$ cat src/design/twcp_step_div.sv
// Pipelined restoring divider: step = (h << 16) / wall_height, one bit a stage
module twcp_step_div #(
  parameter int unsigned Tag = 8
) (
  input  logic            clk_i,
  input  logic            rst_ni,
  input  logic            en_i,
  input  logic [22:0]     num_i,
  input  logic [15:0]     den_i,
  input  logic [Tag-1:0]  tag_i,
  output logic [22:0]     quo_o,
  output logic [Tag-1:0]  tag_o
);
  localparam int unsigned N = 23;

  logic [N-1:0]   q_q [1:N];
  logic [16:0]    r_q [1:N];
  logic [15:0]    d_q [1:N];
  logic [Tag-1:0] t_q [1:N];

  // one quotient bit per stage, stages advance together with the pipeline
  for (genvar s = 0; s < N; s++) begin : g_stage
    logic [N-1:0]   q_s;
    logic [16:0]    r_s;
    logic [15:0]    d_s;
    logic [Tag-1:0] t_s;
    logic [17:0]    rs;
    logic [17:0]    diff;
    // the ports feed the first stage
    if (s == 0) begin : g_first
      assign q_s = num_i;
      assign r_s = '0;
      assign d_s = den_i;
      assign t_s = tag_i;
    end else begin : g_next
      assign q_s = q_q[s];
      assign r_s = r_q[s];
      assign d_s = d_q[s];
      assign t_s = t_q[s];
    end
    assign rs   = {r_s, q_s[N-1]};
    assign diff = rs - {2'b00, d_s};
    always_ff @(posedge clk_i) begin
      if (en_i) begin
        if (!diff[17]) begin
          r_q[s+1] <= diff[16:0];
          q_q[s+1] <= {q_s[N-2:0], 1'b1};
        end else begin
          r_q[s+1] <= rs[16:0];
          q_q[s+1] <= {q_s[N-2:0], 1'b0};
        end
        d_q[s+1] <= d_s;
        t_q[s+1] <= t_s;
      end
    end
  end

  assign quo_o = q_q[N];
  assign tag_o = t_q[N];

  logic unused_rst;
  assign unused_rst = rst_ni;
endmodule

$ cat config.mk
export PLATFORM = sky130hd
export DESIGN_NAME = twcp_step_div
export DESIGN_NICKNAME = d
export VERILOG_FILES = /design/src/design/twcp_step_div.sv
export SDC_FILE = /design/constraint.sdc
export NUM_CORES = 2
export LEC_CHECK = 0
export ABC_AREA = 1
export CORE_ASPECT_RATIO = 2
export CORE_MARGIN = 2
export CORE_UTILIZATION = 45
export DETAILED_ROUTE_END_ITERATION = 8
export DONT_BUFFER_PORTS = 1
export PLACE_DENSITY = 0.7
export REMOVE_ABC_BUFFERS = 1
export SLEW_MARGIN = 30
export SYNTH_ARGS = -nofsm -noshare
export SYNTH_HDL_FRONTEND = slang
export SYNTH_SLANG_ARGS = --single-unit
$ cat constraint.sdc
create_clock -name clk_i -period 2.75 [get_ports clk_i]
set_clock_uncertainty 0.1 [all_clocks]
set_input_delay 0.1375 -clock clk_i [delete_from_list [all_inputs] [get_ports clk_i]]
set_output_delay 0.1375 -clock clk_i [all_outputs]
set_load 0.01 [all_outputs]
==> After elaboration in Yosys (flattened, before gate mapping) <==
Memories as Yosys holds them, arrays and structs flattened.
Index checks and enable logic that the tools add are counted.
{ "op_classes": {"n_addsub": 23, "mux": 186, "bitwise": 46} }
{ "ops": {"columns": ["operator", "count"], "rows": [
  ["23-bit two-way mux", 23],
  ["18-bit by 16-bit subtractor with 18-bit output", 22],
  ["17-bit two-way mux", 23],
  ["1-bit two-way mux", 140],
  ["1-bit OR", 46],
  ["1-bit by 16-bit subtractor with 17-bit output", 1]
]} }
{ "totals": {"regBits": 0, "ramBits": 1472, "inputBits": 50, "out_inout_bits": 31, "elab_cells": 259, "mem_count": 4} }
{ "memory_table": {"columns": ["name", "words", "word_bits", "read_ports", "rd_clocked_by_memory_dff", "wr", "line_no", "rtl"], "rows": [
  ["q_q", 23, 23, 23, 0, 23, "16", "logic [N-1:0] q_q [1:N];"],
  ["r_q", 23, 17, 22, 0, 23, "17", "logic [16:0] r_q [1:N];"],
  ["d_q", 23, 16, 22, 0, 23, "18", "logic [15:0] d_q [1:N];"],
  ["t_q", 23, 8, 23, 0, 23, "19", "logic [Tag-1:0] t_q [1:N];"]
]} }

==> Logic depth before layout (Yosys ltp) <==
An unclocked memory read counts as a cell.
{ "logic_depth": {"word_depth": 6, "ltp_mapped": 15, "mapped_depth_nobuf": 14} }

==> Worst setup path after synthesis <==
No wires, ideal clock.
{ "synth_timing": {"path_kind": "input -> register", "from": "in en_i", "to": "reg, netlist name q_q[0][207]", "setup_ns": 0.411, "t_arrival_ns": 1.684, "t_required_ns": 2.239, "path_slack_ns": 0.555, "cell_stages": 3, "path_buffers": 3, "path_cell_list": "buf_2 -> clkbuf_1 -> clkbuf_1"} }
{ "synth_lines": {"columns": ["item", "line_no", "rtl"], "rows": [
  ["start: declaration", "7", "input logic en_i,"]
]} }

==> results.toml <==
[outcome]
outcome = "complete, but fails checks"
violations = "negative hold slack"

[detailed_routing]
route.detailed.drc = 0
drt_wl_total_um = 221000
num_vias = 51600
routedWlPerCell_um = 23.0
drt-initial-drc-count = 2685
first_pass_iters = 8
ant_nets = 0
viasPerCell = 5.37

[sta]
maxSlewViolCount = 0
min_period_ns = 2.72
tightest_slew_ns = 1.13
whs_ns = -0.0249
min_period_over_period = 0.987
finalSetupViolCount = 0
slew_headroom = 0.242
finalHoldViolations = 7
timing.fmax_ghz = 0.368

[run]
drv_cap = 0

[worst_hold_path]
holdCritPathClass = "in -> reg"
hold_end = "q_q[0][507]$_DFFE_PP_"
whs_path_depth = 3
hp-start = "en_i"

[layout]
fin_area_sq_mm = 0.0845
nNetsFinal = 7840
drive_gt1_frac = 0.136
syn_to_final_growth_pct = 18.4

[logic_synthesis]
synth_cell_types = 34
synth_area_leaders = "edfxtp_1, nand2_1, ha_1"
yosysMostFrequentCell = "nand2_1"
synthTopCellsByCount = "nand2_1, edfxtp_1, inv_1"
yosysSeqAreaShare = 0.606
syn_area_per_cell_sq_um = 10.6
async_reset_ff_frac = 0
yosys.area.top_type = "edfxtp_1"
syn_area_sq_mm = 0.0713
synthCells = 6745
yosysWarningCount = 0
synth_flop_cell = "edfxtp_1"
ys_ff_latch = 1439
synth-edff-count = 1439
netlist.area_leader.share = 0.606

[clocking]
clk_latency_ns = 0.82
clock-sinks = 1439
clk_pin_slew_ns = 0.07
htree_levels = 4
numCtsBuffers = 143
cts_root_buf = "clkbuf_16"
cts_tree = "yes"
clockBufferDepth = 4

[global_routing]
grt_overflow = 0
grt_pass1_vias = 54600
track_usage = 0.269
grt_max_degree = 208
antenna_found_initial = 9
grt_pass1_wl_um = 315000

[worst_setup_path]
cp.arrival_ns = 3.13
cp_max_fo = 18
startpoint_type = "flop"
rr_startpoint = "r_q[18][13]$_DFFE_PP_"
critPathKind = "reg -> reg"
rr_endpoint = "r_q[19][13]$_DFFE_PP_"
crit_required_ns = 3.16
r2r_slack_ns = 0.03
end_kind = "flop"
reg2reg_depth = 13

[floorplanning]
die_h_um = 567
dieArea_sq_mm = 0.162
pin_count = 81
coreArea_sq_mm = 0.157
rows = 206
floorplan.initialDensity = 0.453
die_w_um = 285

[placement]
dpl.hpwl_um = 166000
place_area_sq_mm = 0.0778
gp_congestion = 1.04
io_buffers = 0

[power]
p_leak_nw = 38.1
vdd_drop_max_uv = 710
power_density_mw_per_mm2 = 1110
logic make-up (layout without fill, tap and decap cells):
| kind of cell | count (synthesis) | in the layout | share of synthesized area |
|---|---|---|---|
| fa+ha+maj | 374 | 374 | 0.0678 |
| xor+xnor | 197 | 197 | 0.0242 |
| other cells | 0 | 13 | 0 |
| buf+inv | 1052 | 1822 | 0.0596 |
| flops | 1439 | 1439 | 0.606 |
| simple gates | 3227 | 3228 | 0.206 |
| compound gates | 456 | 456 | 0.0366 |
routing by layer:
layer,vias up,share of wire,track usage
li1,24300,-,-
met5,-,0.00011,0
met3,1238,0.038,0.0512
met2,1698,0.58,0.557
met1,24300,0.22,0.152
met4,4,0.16,0.339
sequential cells by signal, summed over array words and instances (netlist names):
name / cells
t_q: 184
d_q: 352
r_q: 374
q_q: 529
cell type report:
class / count / area, sq um
fill: 13400 / 73000
sequential: 1439 / 43200
multi-input combinational: 4255 / 24400
timing repair buffer: 657 / 6240
clock buffer: 165 / 3720
inverter: 920 / 3460
tap: 2080 / 2600
clock inverter: 80 / 810
antenna: 13 / 32.5
report_power, final:
part	total (mW)	switching [mW]	internal, mW
Clock	19.5	8.53	11.0
Combinational	42.0	26.5	15.5
Sequential	32.0	2.54	29.4
Total	93.5	37.5	55.9
worst max path at each step:
stage / from / to / slack [ns] / cells after the start
after floorplan: d_q[19][0]$_DFFE_PP_ / r_q[20][16]$_DFFE_PP_ / 0.63 / 10
after global placement: en_i / r_q[6][13]$_DFFE_PP_ / -1.65 / 8
after detailed placement: en_i / r_q[5][12]$_DFFE_PP_ / -1.70 / 8
after CTS: r_q[19][14]$_DFFE_PP_ / r_q[20][10]$_DFFE_PP_ / -0.01 / 10
after global routing: d_q[11][8]$_DFFE_PP_ / r_q[12][9]$_DFFE_PP_ / -0.07 / 12
final: r_q[18][13]$_DFFE_PP_ / r_q[19][13]$_DFFE_PP_ / 0.03 / 13
stage by stage:
stage          cells  setup WS [ns]  power (mW)   util  TNS, ns
6_report        9609         0.0345        93.5  0.536        0
5_1_grt         9608        -0.0705        98.3  0.536   -0.883
4_1_cts         9558        -0.0120        92.1  0.530  -0.0120
3_5_place_dp    9214          -1.70        72.2  0.494  -905.11
3_3_place_gp    9209          -1.65        71.3  0.493  -983.29
2_1_floorplan   6613          0.630        53.7      -        0
cell usage in the layout (no fill, tap or decap), types with 32 or more instances in the layout:
| master | instances |
|---|---|
| nand2_1 | 1919 |
| a21oi_1 | 248 |
| o21ai_0 | 66 |
| ha_1 | 333 |
| nand2_2 | 77 |
| buf_4 | 486 |
| nor2_1 | 375 |
| clkbuf_16 | 148 |
| nor2_2 | 32 |
| a21o_1 | 102 |
| nand3_1 | 258 |
| xor2_1 | 153 |
| nor3_1 | 54 |
| nand3_4 | 49 |
| buf_12 | 44 |
| xnor2_1 | 44 |
| inv_1 | 905 |
| edfxtp_1 | 1439 |
| dlygate4sd3_1 | 103 |
| nand4_1 | 383 |
critical path, cell delays in order, from the launching register on:
cell and delay [ns]:
edfxtp_1 0.41, ha_1 0.33, nand2_1 0.07, inv_1 0.09
nand3_1 0.16, nor3_1 0.34, nand2_4 0.12, buf_4 0.16
nand3_4 0.06, buf_12 0.15, nand3_4 0.09, buf_12 0.21
nand2_1 0.06, nand2_1 0.07
repair_timing:
item	in CTS	in global routing
resized for setup	8	87
endpoints found under the setup margin	554	445
hold buffers	93	13
pin swaps	1	7
endpoints found under the hold margin	247	184
setup buffers	1	21
cloned	5	3
(Power assumes the default switching activity.)
